File: src/mrbm_pkg.sv
// shared types, constants and helpers for the bank mapper
package mrbm_pkg;

  localparam int unsigned WINDOWS   = 8;
  localparam int unsigned WIN_W     = $clog2(WINDOWS);
  localparam int unsigned MAX_PAGES = 256;
  localparam int unsigned BANK_W    = 9;
  localparam int unsigned OFS_W     = 13;
  localparam int unsigned ROM_W     = 21;

  localparam logic [BANK_W-1:0] BANK_NONE    = 9'h1ff;
  localparam logic [4:0]        PLAIN_MASK   = 5'h1f;
  localparam logic [OFS_W-1:0]  SCC_OFS      = 13'h1000;
  localparam logic [BANK_W-1:0] PAGES_RESET  = 9'd8;

  localparam logic [WIN_W-1:0] WIN_FIRST = 3'd2;
  localparam logic [WIN_W-1:0] WIN_REG   = 3'd3;
  localparam logic [WIN_W-1:0] WIN_LAST  = 3'd5;
  localparam logic [WIN_W-1:0] WIN_HIGH  = 3'd4;

  localparam logic [1:0] CFG_MODE  = 2'd0;
  localparam logic [1:0] CFG_PAGES = 2'd1;
  localparam logic [1:0] CFG_FRONT = 2'd2;

  typedef enum logic [1:0] {
    MODE_PLAIN = 2'd0,
    MODE_SCC   = 2'd1,
    MODE_8K    = 2'd2,
    MODE_16K   = 2'd3
  } mode_e;

  typedef enum logic [1:0] {
    OP_READ  = 2'd0,
    OP_WRITE = 2'd1,
    OP_LOAD  = 2'd2,
    OP_NONE  = 2'd3
  } op_e;

  typedef struct packed {
    logic [1:0]  opcode;
    logic [15:0] address;
    logic [7:0]  data;
  } req_t;

  typedef struct packed {
    logic             rom_hit;
    logic [ROM_W-1:0] rom_offset;
    logic             register_written;
  } rsp_t;

  typedef struct packed {
    op_e               op;
    logic [WIN_W-1:0]  win;
    logic [OFS_W-1:0]  ofs;
    logic              wr_en;
    logic [WIN_W-1:0]  wr_win;
    logic              pair;
    logic              do_mod;
    logic [BANK_W-1:0] val;
  } cmd_t;

  typedef struct packed {
    logic valid;
    logic pop;
  } qrd_t;

  function automatic logic [BANK_W-1:0] pages_eff(input logic [BANK_W-1:0] pc);
    logic [BANK_W-1:0] lim;
    lim = BANK_W'(MAX_PAGES);
    return (pc > lim) ? lim : pc;
  endfunction

endpackage

File: src/mrbm_front.sv
// front end: request handshake and decode into bank commands
module mrbm_front (
  input  logic                  in_valid_i,
  output logic                  in_stall_o,
  input  mrbm_pkg::req_t        in_req_i,
  input  mrbm_pkg::mode_e       mode_i,
  input  logic [8:0]            pages_i,
  input  logic                  q_full_i,
  output logic                  q_push_o,
  output mrbm_pkg::cmd_t        cmd_o
);

  logic [mrbm_pkg::WIN_W-1:0]  win;
  logic [mrbm_pkg::OFS_W-1:0]  ofs;
  logic [mrbm_pkg::BANK_W-1:0] neff;
  logic [mrbm_pkg::BANK_W-1:0] plain_b;

  assign in_stall_o = q_full_i;
  assign q_push_o   = in_valid_i && !q_full_i;

  assign win     = in_req_i.address[15:13];
  assign ofs     = in_req_i.address[12:0];
  assign neff    = mrbm_pkg::pages_eff(pages_i);
  assign plain_b = {4'b0, in_req_i.data[4:0] & mrbm_pkg::PLAIN_MASK};

  always_comb begin
    cmd_o        = '0;
    cmd_o.win    = win;
    cmd_o.ofs    = ofs;
    cmd_o.wr_win = win;
    cmd_o.val    = {1'b0, in_req_i.data};
    case (in_req_i.opcode)
      mrbm_pkg::OP_READ:  cmd_o.op = mrbm_pkg::OP_READ;
      mrbm_pkg::OP_WRITE: cmd_o.op = mrbm_pkg::OP_WRITE;
      mrbm_pkg::OP_LOAD:  cmd_o.op = mrbm_pkg::OP_LOAD;
      default:            cmd_o.op = mrbm_pkg::OP_NONE;
    endcase
    case (mode_i)
      mrbm_pkg::MODE_PLAIN: begin
        cmd_o.wr_en = (win >= mrbm_pkg::WIN_REG) && (win <= mrbm_pkg::WIN_LAST) && (ofs == '0);
        cmd_o.val   = (plain_b >= neff) ? mrbm_pkg::BANK_NONE : plain_b;
      end
      mrbm_pkg::MODE_SCC: begin
        cmd_o.wr_en  = (win >= mrbm_pkg::WIN_FIRST) && (win <= mrbm_pkg::WIN_LAST)
                       && (ofs == mrbm_pkg::SCC_OFS);
        cmd_o.do_mod = 1'b1;
      end
      mrbm_pkg::MODE_8K: begin
        cmd_o.wr_en  = (win == mrbm_pkg::WIN_REG);
        cmd_o.wr_win = {1'b0, ofs[12:11]} + mrbm_pkg::WIN_FIRST;
        cmd_o.do_mod = 1'b1;
      end
      default: begin
        cmd_o.wr_en  = (win == mrbm_pkg::WIN_REG) && !ofs[11];
        cmd_o.wr_win = ofs[12] ? mrbm_pkg::WIN_HIGH : mrbm_pkg::WIN_FIRST;
        cmd_o.pair   = 1'b1;
        cmd_o.val    = {in_req_i.data, 1'b0};
        cmd_o.do_mod = 1'b1;
      end
    endcase
  end

endmodule

File: src/mrbm_queue.sv
// short command queue between front and back
module mrbm_queue #(
  parameter int unsigned DEPTH = 2
) (
  input  logic           clk_i,
  input  logic           rst_ni,
  input  logic           push_i,
  input  mrbm_pkg::cmd_t cmd_i,
  output logic           full_o,
  output mrbm_pkg::qrd_t rd_o,
  input  logic           pop_i,
  output mrbm_pkg::cmd_t cmd_o
);

  localparam int unsigned PtrW = $clog2(DEPTH);
  localparam int unsigned CntW = $clog2(DEPTH + 1);

  mrbm_pkg::cmd_t mem_q [DEPTH];
  logic [PtrW-1:0] wr_ptr_q, wr_ptr_d;
  logic [PtrW-1:0] rd_ptr_q, rd_ptr_d;
  logic [CntW-1:0] cnt_q, cnt_d;
  logic            do_pop;

  assign full_o      = (cnt_q == CntW'(DEPTH));
  assign rd_o.valid  = (cnt_q != '0);
  assign rd_o.pop    = do_pop;
  assign do_pop      = pop_i && (cnt_q != '0);
  assign cmd_o       = mem_q[rd_ptr_q];

  always_comb begin
    wr_ptr_d = wr_ptr_q;
    rd_ptr_d = rd_ptr_q;
    cnt_d    = cnt_q;
    if (push_i) begin
      wr_ptr_d = (wr_ptr_q == PtrW'(DEPTH - 1)) ? '0 : wr_ptr_q + 1'b1;
    end
    if (do_pop) begin
      rd_ptr_d = (rd_ptr_q == PtrW'(DEPTH - 1)) ? '0 : rd_ptr_q + 1'b1;
    end
    if (push_i && !do_pop) begin
      cnt_d = cnt_q + 1'b1;
    end else if (!push_i && do_pop) begin
      cnt_d = cnt_q - 1'b1;
    end
  end

  always_ff @(posedge clk_i or negedge rst_ni) begin
    if (!rst_ni) begin
      wr_ptr_q <= '0;
      rd_ptr_q <= '0;
      cnt_q    <= '0;
    end else begin
      wr_ptr_q <= wr_ptr_d;
      rd_ptr_q <= rd_ptr_d;
      cnt_q    <= cnt_d;
    end
  end

  always_ff @(posedge clk_i) begin
    if (push_i) begin
      mem_q[wr_ptr_q] <= cmd_i;
    end
  end

endmodule

File: src/mrbm_back.sv
// back end: page reduction, bank registers and response register
module mrbm_back (
  input  logic                 clk_i,
  input  logic                 rst_ni,
  input  mrbm_pkg::qrd_t       rd_i,
  output logic                 pop_o,
  input  mrbm_pkg::cmd_t       cmd_i,
  input  logic [8:0]           pages_i,
  input  logic                 front_i,
  output logic                 out_valid_o,
  input  logic                 out_stall_i,
  output mrbm_pkg::rsp_t       out_rsp_o,
  output logic                 busy_o
);

  typedef enum logic [2:0] {
    S_IDLE = 3'b001,
    S_DIV  = 3'b010,
    S_EXEC = 3'b100
  } state_e;

  localparam int unsigned BW = mrbm_pkg::BANK_W;
  localparam int unsigned WW = mrbm_pkg::WIN_W;

  state_e                state_q, state_d;
  mrbm_pkg::cmd_t        cmd_q, cmd_d;
  logic [BW-1:0]         rem_q, rem_d;
  logic [1:0]            cnt_q, cnt_d;
  logic [BW-1:0]         bank_q [mrbm_pkg::WINDOWS];
  logic [BW-1:0]         bank_d [mrbm_pkg::WINDOWS];
  logic                  out_valid_q, out_valid_d;
  mrbm_pkg::rsp_t        rsp_q, rsp_d;
  logic [BW-1:0]         neff;
  logic [BW-1:0]         rd_bank;
  logic [BW-1:0]         lay_a, lay_b;
  logic [WW-1:0]         win_b;
  logic                  out_free;

  assign neff        = mrbm_pkg::pages_eff(pages_i);
  assign out_valid_o = out_valid_q;
  assign out_rsp_o   = rsp_q;
  assign out_free    = !out_valid_q || !out_stall_i;
  assign pop_o       = (state_q == S_IDLE);
  assign busy_o      = (state_q != S_IDLE);
  assign rd_bank     = bank_q[cmd_q.win];
  assign lay_a       = pages_i - 9'd2;
  assign lay_b       = pages_i - 9'd1;
  assign win_b       = {cmd_q.wr_win[WW-1:1], 1'b1};

  // three restoring steps per cycle, quotient bits 8 down to 0
  always_comb begin
    logic [16:0] rem;
    logic [16:0] dvs;
    int          k;
    rem = {8'b0, rem_q};
    for (int j = 0; j < 3; j++) begin
      k   = 8 - 3 * int'(cnt_q) - j;
      dvs = {8'b0, neff} << k;
      if (rem >= dvs) begin
        rem = rem - dvs;
      end
    end
    rem_d = rem[BW-1:0];
  end

  always_comb begin
    state_d     = state_q;
    cmd_d       = cmd_q;
    cnt_d       = cnt_q;
    out_valid_d = out_valid_q;
    rsp_d       = rsp_q;
    for (int w = 0; w < mrbm_pkg::WINDOWS; w++) begin
      bank_d[w] = bank_q[w];
    end
    if (out_valid_q && !out_stall_i) begin
      out_valid_d = 1'b0;
    end
    case (state_q)
      S_IDLE: begin
        cnt_d = '0;
        if (rd_i.valid) begin
          cmd_d   = cmd_i;
          state_d = (cmd_i.op == mrbm_pkg::OP_WRITE && cmd_i.do_mod && neff != '0)
                    ? S_DIV : S_EXEC;
        end
      end
      S_DIV: begin
        cnt_d = cnt_q + 2'd1;
        if (cnt_q == 2'd2) begin
          state_d = S_EXEC;
        end
      end
      S_EXEC: begin
        if (out_free) begin
          out_valid_d = 1'b1;
          rsp_d       = '0;
          state_d     = S_IDLE;
          case (cmd_q.op)
            mrbm_pkg::OP_READ: begin
              if (rd_bank < neff) begin
                rsp_d.rom_hit    = 1'b1;
                rsp_d.rom_offset = {rd_bank[7:0], cmd_q.ofs};
              end
            end
            mrbm_pkg::OP_WRITE: begin
              if (cmd_q.wr_en) begin
                bank_d[cmd_q.wr_win] = rem_q;
                if (cmd_q.pair) begin
                  bank_d[win_b] = rem_q + 9'd1;
                  rsp_d.register_written = (bank_q[cmd_q.wr_win] != rem_q)
                                           || (bank_q[win_b] != rem_q + 9'd1);
                end else begin
                  rsp_d.register_written = (bank_q[cmd_q.wr_win] != rem_q);
                end
              end
            end
            mrbm_pkg::OP_LOAD: begin
              for (int w = 0; w < mrbm_pkg::WINDOWS; w++) begin
                bank_d[w] = mrbm_pkg::BANK_NONE;
              end
              if (front_i) begin
                bank_d[2] = 9'd0;
                bank_d[3] = 9'd1;
                bank_d[4] = 9'd2;
                bank_d[5] = 9'd3;
              end else begin
                bank_d[2] = lay_a;
                bank_d[3] = lay_b;
                bank_d[4] = lay_a;
                bank_d[5] = lay_b;
              end
            end
            default: begin
            end
          endcase
        end
      end
      default: begin
        state_d = S_IDLE;
      end
    endcase
  end

  always_ff @(posedge clk_i or negedge rst_ni) begin
    if (!rst_ni) begin
      state_q     <= S_IDLE;
      cnt_q       <= '0;
      out_valid_q <= 1'b0;
      for (int w = 0; w < mrbm_pkg::WINDOWS; w++) begin
        bank_q[w] <= mrbm_pkg::BANK_NONE;
      end
      bank_q[2] <= mrbm_pkg::PAGES_RESET - 9'd2;
      bank_q[3] <= mrbm_pkg::PAGES_RESET - 9'd1;
      bank_q[4] <= mrbm_pkg::PAGES_RESET - 9'd2;
      bank_q[5] <= mrbm_pkg::PAGES_RESET - 9'd1;
    end else begin
      state_q     <= state_d;
      cnt_q       <= cnt_d;
      out_valid_q <= out_valid_d;
      for (int w = 0; w < mrbm_pkg::WINDOWS; w++) begin
        bank_q[w] <= bank_d[w];
      end
    end
  end

  always_ff @(posedge clk_i) begin
    cmd_q <= cmd_d;
    rsp_q <= rsp_d;
    if (state_q == S_IDLE) begin
      rem_q <= cmd_i.val;
    end else if (state_q == S_DIV) begin
      rem_q <= rem_d;
    end
  end

endmodule

File: src/megarom_bank_mapper.sv
// top level of the cartridge bank mapper
//
//  channel | direction | handshake          | payload
//  --------+-----------+--------------------+--------------------------------------
//  in      | into      | in_valid_i/stall_o | in_req_i: opcode, address, data
//  out     | out of    | out_valid_o/stall_i| out_rsp_o: rom_hit, rom_offset, written
//  cfg     | into      | cfg_valid_i/ready_o| cfg_index_i, cfg_data_i
//
// reads, layout loads and plain-mode writes go from idle straight to the execute state in the back end,
// writes that reduce modulo a nonzero page count pass through the restoring divider state first
// reset loads the back-end start layout for 8 pages, all other windows unmapped
// the queue takes requests while the back end works; full queue raises in_stall_o
// a held response in the output register blocks only the back end
module megarom_bank_mapper #(
  parameter int unsigned QUEUE_DEPTH = 2
) (
  input  logic           clk_i,
  input  logic           rst_ni,
  input  logic           in_valid_i,
  output logic           in_stall_o,
  input  mrbm_pkg::req_t in_req_i,
  output logic           out_valid_o,
  input  logic           out_stall_i,
  output mrbm_pkg::rsp_t out_rsp_o,
  input  logic           cfg_valid_i,
  output logic           cfg_ready_o,
  input  logic [1:0]     cfg_index_i,
  input  logic [8:0]     cfg_data_i
);

  mrbm_pkg::mode_e mode_q;
  logic [8:0]      pages_q;
  logic            front_q;
  logic            q_full;
  logic            q_push;
  logic            q_pop;
  mrbm_pkg::cmd_t  cmd_in;
  mrbm_pkg::cmd_t  cmd_out;
  mrbm_pkg::qrd_t  q_rd;
  logic            back_busy;

  assign cfg_ready_o = 1'b1;

  always_ff @(posedge clk_i or negedge rst_ni) begin
    if (!rst_ni) begin
      mode_q  <= mrbm_pkg::MODE_PLAIN;
      pages_q <= mrbm_pkg::PAGES_RESET;
      front_q <= 1'b0;
    end else if (cfg_valid_i && cfg_ready_o) begin
      case (cfg_index_i)
        mrbm_pkg::CFG_MODE:  mode_q  <= mrbm_pkg::mode_e'(cfg_data_i[1:0]);
        mrbm_pkg::CFG_PAGES: pages_q <= cfg_data_i;
        mrbm_pkg::CFG_FRONT: front_q <= cfg_data_i[0];
        default: begin
        end
      endcase
    end
  end

  mrbm_front u_front (
    .in_valid_i (in_valid_i),
    .in_stall_o (in_stall_o),
    .in_req_i   (in_req_i),
    .mode_i     (mode_q),
    .pages_i    (pages_q),
    .q_full_i   (q_full),
    .q_push_o   (q_push),
    .cmd_o      (cmd_in)
  );

  mrbm_queue #(
    .DEPTH (QUEUE_DEPTH)
  ) u_queue (
    .clk_i  (clk_i),
    .rst_ni (rst_ni),
    .push_i (q_push),
    .cmd_i  (cmd_in),
    .full_o (q_full),
    .rd_o   (q_rd),
    .pop_i  (q_pop),
    .cmd_o  (cmd_out)
  );

  mrbm_back u_back (
    .clk_i       (clk_i),
    .rst_ni      (rst_ni),
    .rd_i        (q_rd),
    .pop_o       (q_pop),
    .cmd_i       (cmd_out),
    .pages_i     (pages_q),
    .front_i     (front_q),
    .out_valid_o (out_valid_o),
    .out_stall_i (out_stall_i),
    .out_rsp_o   (out_rsp_o),
    .busy_o      (back_busy)
  );

  a_hit_not_written : assert property (@(posedge clk_i) disable iff (!rst_ni)
    out_valid_o |-> !(out_rsp_o.rom_hit && out_rsp_o.register_written))
    else $error("response both hit and wrote a register");

  a_miss_zero_offset : assert property (@(posedge clk_i) disable iff (!rst_ni)
    (out_valid_o && !out_rsp_o.rom_hit) |-> (out_rsp_o.rom_offset == '0))
    else $error("miss response carries a nonzero offset");

  a_pop_starts_work : assert property (@(posedge clk_i) disable iff (!rst_ni)
    (q_rd.valid && q_rd.pop) |=> back_busy)
    else $error("back end popped a command but did not start it");

endmodule

File: config.mk
export PLATFORM = sky130hd
export DESIGN_NAME = megarom_bank_mapper
export DESIGN_NICKNAME = d
export VERILOG_FILES = /design/src/mrbm_pkg.sv /design/src/mrbm_front.sv /design/src/mrbm_queue.sv /design/src/mrbm_back.sv /design/src/megarom_bank_mapper.sv
export SDC_FILE = /design/constraint.sdc
export NUM_CORES = 1
export LEC_CHECK = 0
export BUFFER_PORTS_ARGS = -buffer_cell sky130_fd_sc_hd__buf_4
export CORE_MARGIN = 4
export CORE_UTILIZATION = 55
export DETAILED_ROUTE_END_ITERATION = 10
export PLACE_DENSITY = 0.74
export SKIP_LAST_GASP = 1
export SLEW_MARGIN = 25
export SYNTH_ARGS = -nofsm -noshare
export SYNTH_HDL_FRONTEND = slang
export SYNTH_SLANG_ARGS = --single-unit
File: constraint.sdc
create_clock -name clk_i -period 12.2 [get_ports clk_i]
set_clock_uncertainty 0.05 [all_clocks]
set_input_delay 1.22 -clock clk_i [delete_from_list [all_inputs] [get_ports clk_i]]
set_output_delay 1.22 -clock clk_i [all_outputs]
set_load 0.01 [all_outputs]
## After elaboration in Yosys (flattened, before gate mapping)

Memory sizes are Yosys's and may differ from the RTL's.
Index checks and enable logic that the tools add are counted.

| operators by class | value |
|---|---|
| $add $sub $neg | 15 |
| equal/unequal tests | 22 |
| reductions and logical operators | 44 |
| mux-type cells | 50 |
| bitwise operators | 3 |
| order comparisons | 14 |
| shift operators | 3 |
| divide/modulo/power cells | 0 |
| multiply operators | 1 |

Operator list:

| kind | number |
|---|---|
| bitwise mux 72 bit | 2 |
| two-way mux 72 bit | 2 |
| case mux 72 bit (2 select lines) | 1 |
| two-way mux 9 bit | 13 |
| left shift 9 x 32 -> 17 bit | 3 |
| binary-select mux 9 bit (select 3 bit) | 3 |
| demux 9 bit (select 3 bit) | 2 |
| two-way mux 36 bit | 1 |
| >= comparator 17 bit | 2 |
| two-way mux 17 bit | 2 |
| subtractor 32 x 2 -> 32 bit (second input constant) | 1 |
| subtractor 32 x 3 -> 32 bit (second input constant) | 1 |
| subtractor 5 x 32 -> 32 bit (first input constant) | 1 |
| two-way mux 22 bit | 1 |
| inequality test 9 bit | 2 |
| case mux 9 bit (2 select lines) | 1 |
| >= comparator 9 x 17 -> 1 bit | 1 |
| subtractor 17 bit | 1 |
| subtractor 9 x 17 -> 17 bit | 1 |
| two-way mux 3 bit | 5 |
| logical AND 1 bit | 14 |
| AND reduction 2 bit | 7 |
| == test 13 bit (second input constant) | 1 |
| zero test 13 bit | 1 |
| other kinds (40) | 83 |

| word-level totals | value |
|---|---|
| register bits after elaboration | 149 |
| input bits | 42 |
| memories | 1 |
| memory bits (read-only) | 0 |
| bits in writable memories | 66 |
| output and inout port bits | 26 |
| bits in latches | 0 |
| word-level logic and storage cells | 180 |

Memory list:

| name | depth | width | read ports | clocked after memory_dff | write ports | RTL line | text |
|---|---|---|---|---|---|---|---|
| u_queue.mem_q | 2 | 33 | 1 | 0 | 1 | mrbm_queue.sv:18 | `mrbm_pkg::cmd_t mem_q [DEPTH];` |

## Longest topological paths before layout

Gate-level depths: netlist of the first run.

| logic depth | value |
|---|---|
| word-level depth | 11 |
| mapped depth | 49 |

## By module

A second synthesis of the first run with hierarchy kept.

| unflattened totals | value |
|---|---|
| cell total of the unflattened synthesis | 1615 |
| area total of the unflattened synthesis | 15548.7 um^2 |

By module, submodules not included:

| module | times used | cells an instance | area each (um^2) |
|---|---|---|---|
| mrbm_back | 1 | 1367 | 11641.2 |
| mrbm_queue | 1 | 121 | 2736.4 |
| mrbm_front | 1 | 98 | 649.4 |
| megarom_bank_mapper | 1 | 29 | 521.8 |

## Worst setup path before layout of the first run

Ideal clock, no wire load.

| timing | value |
|---|---|
| path kind | reg2reg |
| from | reg u_back.cnt_q[0] |
| to | reg u_back.rem_q[6], data pin |
| stages on the path, launching flop included | 44 |
| clock period less this slack | 8.591 ns |
| arrival | 8.283 ns |
| path slack | 3.609 ns |
| required time | 11.892 ns |
| library setup time | 0.258 ns |
| cell sequence | dfrtp_1 -> buf_2 -> inv_1 -> buf_2 -> ha_1 -> buf_6 -> buf_2 -> buf_2 -> clkbuf_1 -> clkbuf_1 -> nand2_1 -> a21oi_1 -> a21oi_1 -> nor2_1 -> nand2_1 -> ha_1 -> o211ai_1 -> a21oi_1 -> [... 8 more ...] -> nor2_1 -> o31ai_4 -> a31oi_2 -> mux2i_1 -> ha_1 -> nor2b_1 -> o21ai_0 -> a21boi_0 -> o21a_1 -> o21ai_0 -> nand2b_1 -> a21oi_1 -> nor2b_1 -> nor2_1 -> o31a_1 -> clkbuf_1 -> nand2_1 -> o221a_1 |

| on the way | value |
|---|---|
| longest elaborated chain between the ends | 11 |
| elaborated cells on any way between the ends | 18 |
| those cells by class | 6 x add/sub; 1 x mul; 3 x order compare; 3 x shift; 5 x mux |

Ends and longest elaborated chain:

| item | RTL line | text |
|---|---|---|
| start, declared | mrbm_back.sv:28 | `logic [1:0] cnt_q, cnt_d;` |
| start signal, assigned | mrbm_back.sv:158 | `cnt_q <= cnt_d;` |
| multiplier 2 x 2 -> 4 bit (*) | mrbm_back.sv:57 | `k = 8 - 3 * int'(cnt_q) - j;` |
| subtractor 5 x 32 -> 32 bit (*) | mrbm_back.sv:57 |  |
| left shift 9 x 32 -> 17 bit | mrbm_back.sv:58 | `dvs = {8'b0, neff} << k;` |
| subtractor 9 x 17 -> 17 bit or >= comparator 9 x 17 -> 1 bit (tied branches) | mrbm_back.sv:60, mrbm_back.sv:59 |  |
| two-way mux 17 bit | mrbm_back.sv:59 | `if (rem >= dvs) begin` |
| subtractor 17 bit or >= comparator 17 bit (tied branches) | mrbm_back.sv:60, mrbm_back.sv:59 |  |
| two-way mux 17 bit | mrbm_back.sv:59 |  |
| >= comparator 17 bit or subtractor 9 bit (tied branches) | mrbm_back.sv:59, mrbm_back.sv:60 |  |
| two-way mux 9 bit (*) | mrbm_back.sv:59 |  |
| two-way mux 9 bit (*) | mrbm_back.sv:171 | `end else if (state_q == S_DIV) begin` |
| two-way mux 9 bit (*) | mrbm_back.sv:169 | `if (state_q == S_IDLE) begin` |
| end signal, assigned | mrbm_back.sv:170 | `rem_q <= cmd_i.val;` |
| end signal, assigned | mrbm_back.sv:172 | `rem_q <= rem_d;` |
| end, declared | mrbm_back.sv:27 | `logic [BW-1:0] rem_q, rem_d;` |

Every way passes the cells marked *; elsewhere a longest branch is shown, timed or not. The select of a mux whose other input is x is not followed.
A chain may end at the register's enable or synchronous reset.

## Final worst setup path of the first run

Same ends and word-level chain as after synthesis.

==> results of run 1 <==
[through the flow]
stage	cell area (sq um)	cells	total power, uW	utilization
after CTS	16900	2053	5370	0.609
after global routing	16900	2053	5800	0.609
after detailed placement	16200	2011	4670	0.583
final	16900	2053	5440	0.609
after global placement	16200	2011	4630	0.583
after floorplan	15500	1654	3780	-
[per-layer routing]
metal  vias up  share of wire  GRT usage
li1       6066              -          -
met1      6321           0.43      0.430
met2       738           0.44      0.447
met3       144          0.098     0.0538
met4         0          0.034     0.0861
met5         -              0          0
[path summary, 6_finish.rpt]
check / start / slack [ps] / to
worst max register to register: u_back.cnt_q[0] / 2520 / u_back.rem_q[6]
worst min-delay path: u_back.bank_q[17] / 440 / u_back.bank_q[17]
max in group asynchronous: rst_ni / 10300 / u_queue.wr_ptr_q
worst min register to register: u_back.bank_q[17] / 440 / u_back.bank_q[17]
min in group asynchronous: rst_ni / 570 / u_back.bank_q[41]
worst max-delay path: u_back.cnt_q[0] / 2520 / u_back.rem_q[6]
[cell usage after synthesis (25+ instances only)]
library cell	count	share of area
nor3_1	27	0.0087
mux2_2	56	0.041
and3_1	29	0.012
nand2_1	148	0.036
inv_1	37	0.0090
ha_1	71	0.057
o21ai_0	113	0.037
nand2b_1	27	0.011
nand3_1	49	0.016
nor2b_1	25	0.010
dfrtp_1	46	0.074
dfstp_2	48	0.082
edfxtp_1	121	0.23
nor2_1	179	0.043
mux4_2	28	0.041
mux2i_1	41	0.027
a21oi_1	149	0.048
xnor2_1	47	0.027
clkbuf_1	86	0.021
[layout make-up]
class | count | area (sq um)
timing repair buffer | 95 | 713
sequential | 215 | 6050
clock inverter | 9 | 90.1
tap | 378 | 473
fill | 2390 | 10900
multi-input combinational | 1285 | 8830
inverter | 38 | 143
clock buffer | 33 | 623
[power by group]
part	switching (uW)	internal (uW)	leakage (uW)
clock	291	380	0.000338
sequential	346	1150	0.00218
combinational	1920	1360	0.00413
[worst max-delay path: cells and delay by family, from the launching register on]
| family | cells | cell delay [ps] |
|---|---|---|
| adders and majority gates | 4 | 1640 |
| buffers and inverters | 2 | 440 |
| AOI/OAI and AO/OA | 18 | 4070 |
| muxes | 1 | 560 |
| and+or+nand+nor | 11 | 2250 |
| DFF | 1 | 380 |
[registers in the layout (all words and copies together), names as in the netlist]
| register | count |
|---|---|
| u_back.bank_q | 72 |
| u_queue.mem_q | 66 |
| u_back.cmd_q | 23 |
| u_back.out_rsp_o | 23 |
| pages_q | 9 |
| u_back.rem_q | 9 |
| u_back.state_q | 3 |
| mode_q | 2 |
| u_back.cnt_q | 2 |
| u_queue.cnt_q | 2 |
| front_q | 1 |
| u_back.out_valid_o | 1 |
| u_queue.rd_ptr_q | 1 |
| u_queue.wr_ptr_q | 1 |
[kinds of logic (layout without fill, tap and decap cells)]
kind of cell / count (synthesis) / in the layout / synth area share
and+or+nand+nor: 558 / 558 / 0.172
other: 2 / 5 / 0.000486
muxes: 127 / 127 / 0.110
DFF: 215 / 215 / 0.391
xor gates and xnor gates: 71 / 71 / 0.0412
buffers and inverters: 154 / 175 / 0.0396
adders and majority gates: 74 / 74 / 0.0613
AOI/OAI and AO/OA: 450 / 450 / 0.185
==> report_table.html, run 1 <==
<table>
<tr><th>Metric</th><th>Value</th></tr>
<tr><th colspan="2">Clock network</th></tr>
<tr><td>Sinks on the clock net</td><td>215</td></tr>
<tr><td>Clock-pin slew on the worst setup and hold paths</td><td>70 ps</td></tr>
<tr><td>Number of buffers on the longest clock path</td><td>3</td></tr>
<tr><td>Number of levels in the clock H-tree</td><td>1</td></tr>
<tr><td>Cts bufs inserted</td><td>23</td></tr>
<tr><td>Hold bufs inserted after CTS</td><td>0</td></tr>
<tr><td>Clock network latency to the later pin of the worst-skew pair</td><td>530 ps</td></tr>
<tr><td>Clock tree from TritonCTS</td><td>done</td></tr>
<tr><td>Cell at the root of the clock tree</td><td>clkbuf_16</td></tr>
<tr><td>Number of gates resized after cts</td><td>0</td></tr>
<tr><td>Post-CTS setup buffer count</td><td>0</td></tr>
<tr><th colspan="2">Routing</th></tr>
<tr><td>Detailed Route WL</td><td>46.3 mm</td></tr>
<tr><td>Post-DR wirelength/cell</td><td>22.6 um</td></tr>
<tr><td>DRC viols</td><td>0</td></tr>
<tr><td>Post-route antenna net violation count</td><td>0</td></tr>
<tr><td>First DRT Iteration DRCs</td><td>1454</td></tr>
<tr><td>Number of vias per cell</td><td>6.46</td></tr>
<tr><td>Vias post-DR</td><td>13300</td></tr>
<tr><td>First-pass detailed-route iteration total</td><td>7</td></tr>
<tr><th colspan="2">Setup path</th></tr>
<tr><td>Maximum single-stage delay on the critical path</td><td>670 ps</td></tr>
<tr><td>Slowest CP cell</td><td>a31oi_2</td></tr>
<tr><td>Worst EP required</td><td>12430 ps</td></tr>
<tr><td>Max FO, Critical Path</td><td>22</td></tr>
<tr><td>Number of cell instances on the worst register-to-register path</td><td>36</td></tr>
<tr><td>Most frequent CP cell</td><td>a21oi_1</td></tr>
<tr><td>Kind of start point of the critical path</td><td>flip-flop</td></tr>
<tr><td>Nature of the critical path endpoint</td><td>flip-flop</td></tr>
<tr><td>Arr. time, crit path</td><td>9910 ps</td></tr>
<tr><td>Crit Path Class</td><td>reg2reg</td></tr>
<tr><th colspan="2">Synth</th></tr>
<tr><td>Number of enable-type register cells in the synthesized netlist</td><td>121</td></tr>
<tr><td>Yosys cell types</td><td>91</td></tr>
<tr><td>Yosys reg bits</td><td>215</td></tr>
<tr><td>Total of warnings raised by yosys</td><td>0</td></tr>
<tr><td>Post-Syn Instances</td><td>1651</td></tr>
<tr><td>Proportion of synthesized flip-flops having asynchronous set or reset</td><td>0.437</td></tr>
<tr><td>Most instantiated flip-flop cell in the synthesis netlist</td><td>edfxtp_1</td></tr>
<tr><td>Post-synth design cell area</td><td>15500 sq um</td></tr>
<tr><td>Average instance area after synthesis</td><td>9.37 sq um</td></tr>
<tr><td>Seq/Total Area, Yosys</td><td>0.391</td></tr>
<tr><th colspan="2">Placed design</th></tr>
<tr><td>Half-perimeter wire length after detailed placement</td><td>33.6 mm</td></tr>
<tr><td>Number of port buffers</td><td>66</td></tr>
<tr><td>Global placer's final weighted congestion</td><td>1.01</td></tr>
<tr><td>Pre-CTS setup slack</td><td>2730 ps</td></tr>
<tr><th colspan="2">Floorplanning</th></tr>
<tr><td>Die extent in y</td><td>176 um</td></tr>
<tr><td>Num ports</td><td>68</td></tr>
<tr><td>Die footprint</td><td>30900 sq um</td></tr>
<tr><td>Starting Density</td><td>0.557</td></tr>
<tr><td>Die Wd</td><td>176 um</td></tr>
<tr><td>Core Box Area</td><td>27800 sq um</td></tr>
<tr><td>Number of core rows</td><td>61</td></tr>
<tr><th colspan="2">Timing</th></tr>
<tr><td>Worst Hold Slack</td><td>444 ps</td></tr>
<tr><td>Endpoints failing hold</td><td>0</td></tr>
<tr><td>Fin crit share</td><td>0.793</td></tr>
<tr><td>Worst Setup Slack, final</td><td>2520 ps</td></tr>
<tr><td>Clock period minus worst slack</td><td>9680 ps</td></tr>
<tr><td>Final-report max-slew violation count</td><td>0</td></tr>
<tr><td>Transition at the pin with the smallest max-transition slack</td><td>999 ps</td></tr>
<tr><td>Fin Setup TNS</td><td>0 ps</td></tr>
<tr><td>Headroom to the max-slew limit</td><td>0.334</td></tr>
<tr><td>RSZ-0062 raised after global routing</td><td>false</td></tr>
<tr><td>Fmax</td><td>103 MHz</td></tr>
<tr><td>Final setup violating endpoints</td><td>0</td></tr>
<tr><th colspan="2">Power</th></tr>
<tr><td>IR drop worst, VDD</td><td>0.000168 V</td></tr>
<tr><td>Power density normalized to cell area</td><td>322 nW/um^2</td></tr>
<tr><td>Leakage dissipation</td><td>0.00665 uW</td></tr>
<tr><th colspan="2">Global routing</th></tr>
<tr><td>Overall global routing resource usage</td><td>0.293</td></tr>
<tr><td>Number of global-route vias before repair</td><td>12500</td></tr>
<tr><td>Wire length of the first global-routing pass</td><td>72.0 mm</td></tr>
<tr><td>Pin count of the biggest net entering global routing</td><td>68</td></tr>
<tr><td>Final global-route overflow total</td><td>0</td></tr>
<tr><td>Number of antenna violations at the first check in global routing</td><td>0</td></tr>
<tr><th colspan="2">Layout</th></tr>
<tr><td>Growth of design area from synthesis to finish</td><td>9.43%</td></tr>
<tr><td>Final Net Count</td><td>1774</td></tr>
<tr><td>Share of layout cells above drive strength 1</td><td>0.177</td></tr>
<tr><td>Leading cell types in the layout, fill and taps excluded</td><td>nor2_1, nand2_1, a21oi_1</td></tr>
<tr><td>Most common cell after layout, fill and taps aside</td><td>nor2_1</td></tr>
<tr><td>Antenna diode instance count</td><td>0</td></tr>
<tr><th colspan="2">Worst hold path</th></tr>
<tr><td>Worst hold path stage count</td><td>2</td></tr>
<tr><td>Kind of path behind the tightest hold check</td><td>reg2reg</td></tr>
<tr><th colspan="2">Status</th></tr>
<tr><td>Result of the run</td><td>completed</td></tr>
<tr><th colspan="2">Job</th></tr>
<tr><td>Number of max-capacitance violations reported</td><td>0</td></tr>
</table>
Note: power is estimated with default switching activity, not from simulation.
==> run 2, diff against run 1 <==
--- a/config.mk
+++ b/config.mk
@@ -9,7 +9,7 @@
 export CORE_MARGIN = 4
 export CORE_UTILIZATION = 55
 export DETAILED_ROUTE_END_ITERATION = 10
-export PLACE_DENSITY = 0.74
+export PLACE_DENSITY = 0.77
 export SKIP_LAST_GASP = 1
 export SLEW_MARGIN = 25
 export SYNTH_ARGS = -nofsm -noshare
==> constraint.sdc (replaced) <==
create_clock -name clk_i -period 8.87 [get_ports clk_i]
set_clock_uncertainty 0.05 [all_clocks]
set_input_delay 0.887 -clock clk_i [delete_from_list [all_inputs] [get_ports clk_i]]
set_output_delay 0.887 -clock clk_i [all_outputs]
set_load 0.01 [all_outputs]
==> run 2 against run 1 <==
  * Sequential cell count did not move
  * Routed wire length rose by 1.4%
  * Via count rose by 0.56%
  * Cell count rose by 0.58%
  * Utilization rose by 0.76 points
  * First-iteration DRC count rose by 8.0%
  * Clock-buffer cell count did not move
  * Final area rose by 1.2%
  * Non-clock buffer count rose by 10
  * Critical endpoint is now u_back.rem_q[7]
  * Largest power group unchanged
  * Highest routed layer unchanged
==> report_table.html, run 2 (synthesis results as in run 1) <==
<table>
<tr><th>Metric</th><th>Value</th></tr>
<tr><th colspan="2">Routing</th></tr>
<tr><td>Number of vias per cell</td><td>6.46</td></tr>
<tr><td>First DRT Iteration DRCs</td><td>1571</td></tr>
<tr><td>Highest metal used</td><td>met4</td></tr>
<tr><td>Wire length on met1</td><td>19.4 mm</td></tr>
<tr><td>Detailed Route WL</td><td>47.0 mm</td></tr>
<tr><td>DR WL met3</td><td>5.07 mm</td></tr>
<tr><td>First-pass detailed-route iteration total</td><td>7</td></tr>
<tr><td>Post-route antenna net violation count</td><td>0</td></tr>
<tr><td>Met2 routed WL</td><td>20.7 mm</td></tr>
<tr><td>Post-DR wirelength/cell</td><td>22.7 um</td></tr>
<tr><td>Vias post-DR</td><td>13300</td></tr>
<tr><td>DRC viols</td><td>0</td></tr>
<tr><th colspan="2">Clock network</th></tr>
<tr><td>Cell at the root of the clock tree</td><td>clkbuf_16</td></tr>
<tr><td>Clock-pin slew on the worst setup and hold paths</td><td>70 ps</td></tr>
<tr><td>Post-CTS setup buffer count</td><td>0</td></tr>
<tr><td>Clock tree from TritonCTS</td><td>done</td></tr>
<tr><td>Clock network latency to the later pin of the worst-skew pair</td><td>550 ps</td></tr>
<tr><td>Number of buffers on the longest clock path</td><td>3</td></tr>
<tr><td>Cts bufs inserted</td><td>24</td></tr>
<tr><td>Number of levels in the clock H-tree</td><td>1</td></tr>
<tr><td>Sinks on the clock net</td><td>215</td></tr>
<tr><th colspan="2">Global routing</th></tr>
<tr><td>Wire length of the first global-routing pass</td><td>73.2 mm</td></tr>
<tr><td>Pin count of the biggest net entering global routing</td><td>72</td></tr>
<tr><td>Overall global routing resource usage</td><td>0.299</td></tr>
<tr><td>Final global-route overflow total</td><td>0</td></tr>
<tr><td>Number of global-route vias before repair</td><td>12800</td></tr>
<tr><td>Number of antenna violations at the first check in global routing</td><td>0</td></tr>
<tr><th colspan="2">Layout</th></tr>
<tr><td>Growth of design area from synthesis to finish</td><td>10.8%</td></tr>
<tr><td>Most flop-heavy register</td><td>u_back.bank_q</td></tr>
<tr><td>Antenna diode instance count</td><td>0</td></tr>
<tr><td>Largest registers</td><td>u_back.bank_q: 72 flops, u_queue.mem_q: 66 flops</td></tr>
<tr><td>Utilization after layout</td><td>0.617</td></tr>
<tr><td>Flip-flop count of the largest register, all copies and words added</td><td>72</td></tr>
<tr><td>Leading cell types in the layout, fill and taps excluded</td><td>nor2_1, a21oi_1, nand2_1</td></tr>
<tr><td>Final Net Count</td><td>1785</td></tr>
<tr><td>Most common cell after layout, fill and taps aside</td><td>nor2_1</td></tr>
<tr><td>Share of layout cells above drive strength 1</td><td>0.190</td></tr>
<tr><th colspan="2">Placed design</th></tr>
<tr><td>Half-perimeter wire length after detailed placement</td><td>34.1 mm</td></tr>
<tr><td>Global placer's final weighted congestion</td><td>0.986</td></tr>
<tr><td>Number of port buffers</td><td>66</td></tr>
<tr><th colspan="2">Worst hold path</th></tr>
<tr><td>Kind of path behind the tightest hold check</td><td>in2async</td></tr>
<tr><th colspan="2">Timing</th></tr>
<tr><td>Fmax</td><td>121 MHz</td></tr>
<tr><td>Clock period minus worst slack</td><td>8280 ps</td></tr>
<tr><td>Final-report max-slew violation count</td><td>0</td></tr>
<tr><td>Transition at the pin with the smallest max-transition slack</td><td>1110 ps</td></tr>
<tr><td>Fin Setup TNS</td><td>0 ps</td></tr>
<tr><td>Endpoints failing hold</td><td>0</td></tr>
<tr><td>Fin crit share</td><td>0.933</td></tr>
<tr><td>Final setup violating endpoints</td><td>0</td></tr>
<tr><td>RSZ-0062 raised after global routing</td><td>false</td></tr>
<tr><td>Headroom to the max-slew limit</td><td>0.259</td></tr>
<tr><th colspan="2">Floorplanning</th></tr>
<tr><td>Core Box Area</td><td>27800 sq um</td></tr>
<tr><td>Die Wd</td><td>176 um</td></tr>
<tr><td>Die extent in y</td><td>176 um</td></tr>
<tr><td>Number of core rows</td><td>61</td></tr>
<tr><td>Die footprint</td><td>30900 sq um</td></tr>
<tr><td>Starting Density</td><td>0.557</td></tr>
<tr><td>Num ports</td><td>68</td></tr>
<tr><th colspan="2">Power</th></tr>
<tr><td>IR drop worst, VDD</td><td>0.000270 V</td></tr>
<tr><td>Leakage dissipation</td><td>0.00676 uW</td></tr>
<tr><td>Power density normalized to cell area</td><td>445 nW/um^2</td></tr>
<tr><th colspan="2">Setup path</th></tr>
<tr><td>FF-to-FF setup slack</td><td>590 ps</td></tr>
<tr><td>Slowest CP cell</td><td>o31a_2</td></tr>
<tr><td>Maximum single-stage delay on the critical path</td><td>430 ps</td></tr>
<tr><td>Crit Path Class</td><td>reg2reg</td></tr>
<tr><td>Most frequent CP cell</td><td>o21ai_0</td></tr>
<tr><td>Nature of the critical path endpoint</td><td>flip-flop</td></tr>
<tr><td>Worst EP required</td><td>9120 ps</td></tr>
<tr><td>Arr. time, crit path</td><td>8530 ps</td></tr>
<tr><td>R2r startpoint</td><td>u_back.cnt_q[0]</td></tr>
<tr><td>Number of cell instances on the worst register-to-register path</td><td>39</td></tr>
<tr><td>Reg2Reg Capture Point</td><td>u_back.rem_q[7]</td></tr>
<tr><td>Max FO, Critical Path</td><td>57</td></tr>
<tr><td>Kind of start point of the critical path</td><td>flip-flop</td></tr>
<tr><th colspan="2">Status</th></tr>
<tr><td>Result of the run</td><td>completed</td></tr>
<tr><th colspan="2">Job</th></tr>
<tr><td>Number of max-capacitance violations reported</td><td>0</td></tr>
</table>
## run 2: cell count changes in the layout (fill, tap and decap cells not counted), sizes merged
cell and change:
buf +10, clkinv +3, clkinvlp -1
## run 2: area by class of cell
type | count | area [sq um]
Tap cell | 378 | 473
Multi-Input combinational cell | 1285 | 8850
Timing Repair Buffer | 105 | 821
Fill cell | 2343 | 10600
Sequential cell | 215 | 6050
Clock buffer | 33 | 686
Clock inverter | 11 | 114
Inverter | 38 | 143
## run 2: through the flow
| stage | hold slack, ps | instance area [sq um] | total power [uW] | instances | setup slack [ps] |
|---|---|---|---|---|---|
| global placement | 428 | 16300 | 6390 | 2020 | 622 |
| finish | 191 | 17100 | 7620 | 2065 | 591 |
| detailed placement | 435 | 16300 | 6460 | 2020 | 437 |
| CTS | 193 | 17100 | 7490 | 2064 | 402 |
| global route | 201 | 17100 | 8110 | 2065 | 34.0 |
| floorplan | 403 | 15500 | 5200 | 1654 | 279 |
## run 2: timing repair
| action | 4_1_cts | 5_1_grt |
|---|---|---|
| setup endpoints to repair | 0 | 9 |
| hold buffers | 0 | 0 |
| resized for setup | 0 | 9 |
## run 2: critical path, delay by kind of cell, from the launching register on
kind | cells | cell delay [ps]
xor gates and xnor gates | 1 | 240
adders and majority gates | 4 | 1360
DFF | 1 | 410
and+or+nand+nor | 9 | 1300
buffers and inverters | 3 | 580
muxes | 1 | 380
AOI/OAI and AO/OA | 21 | 3700
## run 2: worst max-delay path by stage
stage                                from         endpoint  slack [ps]  depth (start not counted)
after global routing      u_back.cnt_q[0]  u_back.rem_q[6]          30                         39
after global placement         pages_q[1]  u_back.rem_q[6]         620                         39
final                     u_back.cnt_q[0]  u_back.rem_q[7]         590                         39
after detailed placement       pages_q[1]  u_back.rem_q[6]         440                         39
after floorplan           u_back.cnt_q[0]  u_back.rem_q[6]         280                         43
after CTS                      pages_q[1]  u_back.rem_q[6]         400                         39
## run 2: power by group
| part | switching, uW | leakage (uW) | internal (uW) |
|---|---|---|---|
| Sequential | 478 | 0.00218 | 1580 |
| Clock | 422 | 0.000391 | 576 |
| Combinational | 2680 | 0.00419 | 1890 |
| Total | 3580 | 0.00676 | 4040 |
## run 2: metal layers
metal,global-route usage,up-vias
li1,-,6105
met1,0.424,6404
met2,0.458,708
met3,0.0740,126
met4,0.0926,0
met5,0,-
